===== config.mk =====
export PLATFORM = sky130hd
export DESIGN_NAME = baef_job_fifo
export DESIGN_NICKNAME = d
export VERILOG_FILES = /design/src/design/baef_pkg.sv /design/src/design/baef_job_fifo.sv
export SDC_FILE = /design/constraint.sdc
export NUM_CORES = 1
export LEC_CHECK = 0
export BUFFER_PORTS_ARGS = -buffer_cell sky130_fd_sc_hd__buf_4
export CAP_MARGIN = 30
export CORE_MARGIN = 5
export CORE_UTILIZATION = 30
export DETAILED_ROUTE_END_ITERATION = 10
export GPL_TIMING_DRIVEN = 0
export PLACE_DENSITY_LB_ADDON = 0.25
export SLEW_MARGIN = 5
export SYNTH_ARGS = -nofsm -noshare
export SYNTH_HDL_FRONTEND = slang
export SYNTH_SLANG_ARGS = --single-unit

===== constraint.sdc =====
create_clock -name i_clk -period 3.1 [get_ports i_clk]
set_input_delay 0.775 -clock i_clk [delete_from_list [all_inputs] [get_ports i_clk]]
set_output_delay 0.775 -clock i_clk [all_outputs]
set_load 0.005 [all_outputs]

===== src/design/baef_pkg.sv =====
`timescale 1ns / 1ps
// ============================================================================
// baef_pkg
// Shared types, register indexes and the fixed-point exponential used to
// build the weight tables of the bilateral alpha edge filter.
// ============================================================================
package baef_pkg;

    localparam int CFG_W     = 12;
    localparam int CFG_IDX_W = 2;

    localparam logic [CFG_IDX_W-1:0] CFG_FRAME_WIDTH   = 2'd0;
    localparam logic [CFG_IDX_W-1:0] CFG_FRAME_HEIGHT  = 2'd1;
    localparam logic [CFG_IDX_W-1:0] CFG_ALPHA_PRESENT = 2'd2;

    localparam logic [CFG_W-1:0] RESET_WIDTH  = 12'd640;
    localparam logic [CFG_W-1:0] RESET_HEIGHT = 12'd480;

    localparam int              RANGE_ENTRIES = 256;
    localparam longint unsigned RANGE_DEN     = 64'd800;

    typedef logic [31:0] t_pix;

    typedef struct packed {
        logic [CFG_W-1:0] width;
        logic [CFG_W-1:0] height;
        logic             alpha_present;
    } t_cfg;

    typedef struct packed {
        logic [7:0] red;
        logic [7:0] green;
        logic [7:0] blue;
        logic [7:0] alpha;
        logic       filt;
        logic       last;
    } t_job;

    typedef struct packed {
        logic [7:0] red;
        logic [7:0] green;
        logic [7:0] blue;
        logic [7:0] alpha;
        logic       last;
    } t_res;

    typedef enum logic [2:0] {
        F_IDLE,
        F_ADJ,
        F_RD,
        F_WIN,
        F_CTR
    } t_front_state;

    typedef enum logic [2:0] {
        B_IDLE,
        B_MAC,
        B_CLAMP,
        B_DIV,
        B_OUT
    } t_back_state;

    // Returns round(65536 * exp(-x)) where y is x/1024 in Q32.
    function automatic logic [15:0] f_exp_q16(input longint unsigned y);
        longint unsigned y2;
        longint unsigned y3;
        longint unsigned e;
        longint unsigned r;
        logic [15:0]     res;
        if (y == 64'd0) begin
            res = 16'hFFFF;
        end else if (y >= 64'h8000_0000) begin
            res = 16'h0000;
        end else begin
            y2 = (y * y) >> 32;
            y3 = (y2 * y) >> 32;
            e  = 64'h1_0000_0000 - y + y2 / 2 - y3 / 6;
            for (int k = 0; k < 10; k++) begin
                e = (e * e + 64'h8000_0000) >> 32;
            end
            r   = (e + 64'd32768) >> 16;
            res = (r > 64'd65535) ? 16'hFFFF : r[15:0];
        end
        return res;
    endfunction

endpackage


===== src/design/baef_job_fifo.sv =====
`timescale 1ns / 1ps
// ============================================================================
// baef_job_fifo
// Two-entry queue of pixel jobs between the front end and the filter core.
// ============================================================================
module baef_job_fifo (
    input  logic           i_clk,
    input  logic           i_rst_n,
    input  logic           i_push,
    input  baef_pkg::t_job i_job,
    output logic           o_full,
    input  logic           i_pop,
    output baef_pkg::t_job o_job,
    output logic           o_empty
);

    baef_pkg::t_job r_mem [2];
    logic           r_wp, r_rp;
    logic [1:0]     r_cnt;
    logic           do_push, do_pop;

    assign o_full  = (r_cnt == 2'd2);
    assign o_empty = (r_cnt == 2'd0);
    assign do_push = i_push && !o_full;
    assign do_pop  = i_pop && !o_empty;
    assign o_job   = r_mem[r_rp];

    always_ff @(posedge i_clk) begin
        if (!i_rst_n) begin
            r_wp  <= 1'b0;
            r_rp  <= 1'b0;
            r_cnt <= 2'd0;
        end else begin
            if (do_push) begin
                r_wp <= !r_wp;
            end
            if (do_pop) begin
                r_rp <= !r_rp;
            end
            r_cnt <= r_cnt + 2'(do_push) - 2'(do_pop);
        end
    end

    always_ff @(posedge i_clk) begin
        if (do_push) begin
            r_mem[r_wp] <= i_job;
        end
    end

endmodule


# Word level (Yosys, flattened, before mapping)
# Memories as Yosys holds them, arrays and structs flattened. A register that Yosys moved wholly into a read port is not among the register bits.
# Cells that the tools add are included.
op_classes:
  n_addsub: 2
  n_eq_ne: 1
  n_mux: 4
  n_reduce_logical: 7
ops:
  columns: ["operator", "n"]
  rows:
  - ["$logic_not A1 Y1", 4]
  - ["$mux W1", 4]
  - ["$add A2 B1 Y2", 1]
  - ["$eq A2 B2 Y1 const B", 1]
  - ["$logic_and A1 B1 Y1", 2]
  - ["$logic_not A2 Y1", 1]
  - ["$sub A2 B1 Y2", 1]
word_totals:
  regBits: 4
  ramBits: 68
  out_inout_bits: 36
  n_memories: 1
mem_list:
  columns: ["memory", "depth", "word_bits", "rd", "rd_clocked_by_memory_dff", "write_ports", "line", "text"]
  rows:
  - ["r_mem", 2, 34, 1, 1, 1, "baef_job_fifo.sv:17", "baef_pkg::t_job r_mem [2];"]

# Depth between registers and ports, before layout
depth:
  word_depth: 5
  ltp_mapped: 8
  ltp_nobuf: 8

# Least setup slack after synthesis
# OpenSTA, ideal clock, no wires.
synth_path:
  path_kind: "input to register"
  start: "in i_push"
  end: "mem r_mem[0][0] in the netlist's numbering (enable)"
  setup_time_ns: 0.425
  arrival_ns: 2.306
  required_time_ns: 2.675
  setup_slack_ns: 0.368
  cell_stages: 2
  cell_sequence: "nand2_1 -> nor2_1"
synth_via:
  elab_chain_len: 3
synth_lines:
  columns: ["element", "line", "text"]
  rows:
  - ["start, declared", "baef_job_fifo.sv:9", "input logic i_push,"]
  - ["$logic_and A1 B1 Y1", "baef_job_fifo.sv:24", "assign do_push = i_push && !o_full;"]
  - ["$mux W1", "baef_job_fifo.sv:45", "if (do_push) begin"]
  - ["$mux W1 (implied by the code)", "baef_job_fifo.sv:46", "r_mem[r_wp] <= i_job;"]
  - ["end, declared", "baef_job_fifo.sv:17", null]
# Every way passes these cells.

==> impl_results.md <==
- Final Hold Viols: 0
- Most common cell after layout, fill and taps aside: buf_4
- Pre-CTS setup slack: 1.09 ns
- Power per cell area: 821 nW/µm²
- Crit Path Max Fanout: 10
- Core area: 9240 µm²
- Hold Path Origin: r_rp$_SDFFE_PN0P_
- Max Fclk: 452 MHz
- Worst-margin pin slew: 0.443 ns
- Worst Path Arrival: 1.44 ns
- Max-cap viol count: 0
- Root Buffer: clkbuf_8
- Outcome: finished, final reports clean
- Share of cells above drive strength 1: 58.5%
- Area Growth Syn to Fin: 34.6%
- RSZ-0062 raised after global routing: no
- Worst setup SP type: flop
- Vias in the first global route: 1445
- Sequential share of power: 42.0%
- Clock Tree Buf Depth: 2
- Switching Share: 25.6%
- Yosys reg bits: 73
- Setup ws final: 0.890 ns
- Commonest non-fill, non-tap cells in the layout: 73 x buf_4, 68 x edfxtp_1, 30 x mux2_4, 9 x clkbuf_8
- Reg clk slew, reported paths: 0.08 ns
- Final setup fails: 0
- Ys Warns: 0
- Distinct cell type count after synthesis: 18
- Initial core utilization: 30.8%
- Total Routed Length: 5050 µm
- Clock tree from TritonCTS: done
- # diodes: 0
- Port bufs: 73
- First-pass GRT wire length: 7360 µm
- Initial antenna violation count: 0
- Internal Dissipation: 2.33 mW
- Path depth of the worst reg2reg path: 8
- Clock sink count: 73
- Clk pwr share: 26.4%
- Sequential area share after synthesis: 75.4%
- Hold Path Stages: 2
- Largest net degree at the start of global routing: 23
- Min Clock Period, post-route: 2.21 ns
- Origin of the critical flop-to-flop path: r_cnt[0]$_SDFF_PN0_
- WL/cell: 14.3 µm
- Final period utilization: 71.3%
- P_sw: 805 µW
- Synth Instances: 133
- VDD IR max: 0.314 mV
- Worst Skew: 0.00778 ns
- Critical Path RT: 2.32 ns
- Row cnt: 35
- WS Path Type: reg -> out
- CP Cell Sequence: buf_6 -> buf_12 -> mux2_4 -> buf_4
- # H-tree levels: 3
- Leak: 1.50 nW
- Routability cong.: 0.639
- Insertion delay to the later sink of the worst-skew pair: 0.33 ns
- Worst min path class: reg -> reg
- Post-Syn Area per Cell: 21.4 µm²
- Global Route Usage Sum: 8.71%
- Post-Syn Area: 2840 µm²
- First-pass iteration count of the detailed router: 3
- Power Total: 3.14 mW
- Setup repair bufs after CTS: 0
- Combinational power share: 31.6%
- Crit end category: primary output
- R2R setup slack: 1.40 ns
- Hold buffers post-CTS: 0
- CTS Buf Count: 9
- DR vias: 1415
- Final ANT Viol Nets: 0
- Die width: 107 µm
- Die Y: 107 µm
- PostCTS Resize Cnt: 0
- Post-route DRC: 0
- Initial drt markers: 26
- CP max-delay cell: dfxtp_1
- Die area: 11500 µm²
- RR Endpoint: r_cnt[1]$_SDFF_PN0_
- HPWL after DPL: 3530 µm
- IO Pins: 74
- Critical Path Max Stage Delay: 0.33 ns
- Post-DR vias/cell: 4.01
- Mapped Nets: 173
- Grt ovf: 0
- Max-Slew Margin vs Limit: 70.4%
- Fin. max-slew vios: 0
- Layout Nets: 259
-- routing by layer --
| metal | track usage [%] | wire, µm | up-vias |
|---|---|---|---|
| met3 | 2.94 | 313 | 8 |
| met4 | 5.14 | 91 | 0 |
| met5 | 0 | 0 | - |
| met1 | 9.79 | 2040 | 682 |
| li1 | - | - | 680 |
| met2 | 14.3 | 2610 | 45 |
-- state kept, by name (all words and copies together), names as in the netlist, named ones only --
signal,count
r_wp,1
r_mem,68
r_cnt,2
r_rp,1
-- Yosys cell counts, drive strengths merged --
| library cell | number | share of area [%] |
|---|---|---|
| buf | 4 | 2.5 |
| mux2 | 34 | 17 |
| ha | 2 | 0.88 |
| edfxtp | 68 | 72 |
| dfxtp | 5 | 3.5 |
| and2 | 2 | 0.44 |
| nand2 | 2 | 0.26 |
| nor3 | 1 | 0.18 |
| and3 | 1 | 0.22 |
| xor2 | 1 | 0.31 |
| inv | 3 | 0.40 |
| mux2i | 1 | 0.35 |
| xnor2 | 1 | 0.31 |
| nor2 | 5 | 0.66 |
| nand2b | 2 | 0.44 |
| o21a | 1 | 0.26 |
-- worst max-delay path, delay by kind of cell, from the launching register on --
family | cells | cell delay, ns
buf+inv | 3 | 0.45
flops | 1 | 0.33
mux | 1 | 0.31
-- stage by stage --
| step | setup TNS [ns] | hold WS (ns) | cell area, µm² | utilization, % | instances |
|---|---|---|---|---|---|
| final | 0 | 0.507 | 3830 | 41.4 | 353 |
| after global routing | 0 | 0.519 | 3830 | 41.4 | 353 |
| after CTS | 0 | 0.507 | 3830 | 41.4 | 353 |
| after detailed placement | 0 | 0.501 | 3600 | 39.0 | 337 |
| after global placement | -23.51 | 0.467 | 3550 | 38.4 | 335 |
| after floorplan | 0 | 0.455 | 2840 | - | 133 |
-- power groups by stage --
stage	clock network (mW)	logic [mW]	registers (mW)
after global routing	0.903	1.07	1.33
after detailed placement	0	1.02	1.34
final	0.829	0.992	1.32
after CTS	0.860	1.02	1.32
after global placement	0	0.983	1.35
after floorplan	0	0.583	1.34
-- kinds of logic after synthesis --
kind of cell               Yosys count  synth area share (%)
AOI/OAI and AO/OA                    1                 0.264
xor gates and xnor gates             2                 0.616
adders and majority gates            2                 0.880
buffers and inverters                7                  2.90
DFF                                 73                  75.4
muxes                               35                  17.8
and+or+nand+nor                     13                  2.20
-- layout make-up --
type                       instances  area [µm²]
buffer                             4        71.3
clock buffer                       9         124
clock inverter                     7         101
fill                             862        5410
inverter                           3        11.3
multi-input combinational         53         627
sequential                        73        2140
tap                              129         161
timing repair buffer              75         588
-- worst max path at each step --
| stage | depth (start not counted) | to | from |
|---|---|---|---|
| 2_1_floorplan | 2 | r_mem[0][0]$_DFFE_PP_ | i_push |
| 3_3_place_gp | 3 | r_mem[0][26]$_DFFE_PP_ | i_push |
| 3_5_place_dp | 8 | r_cnt[1]$_SDFF_PN0_ | i_pop |
| 4_1_cts | 4 | o_job[5] | flop |
| 5_1_grt | 4 | o_job[9] | flop |
| 6_report | 4 | o_job[9] | flop |
(Power assumes the default switching activity.)
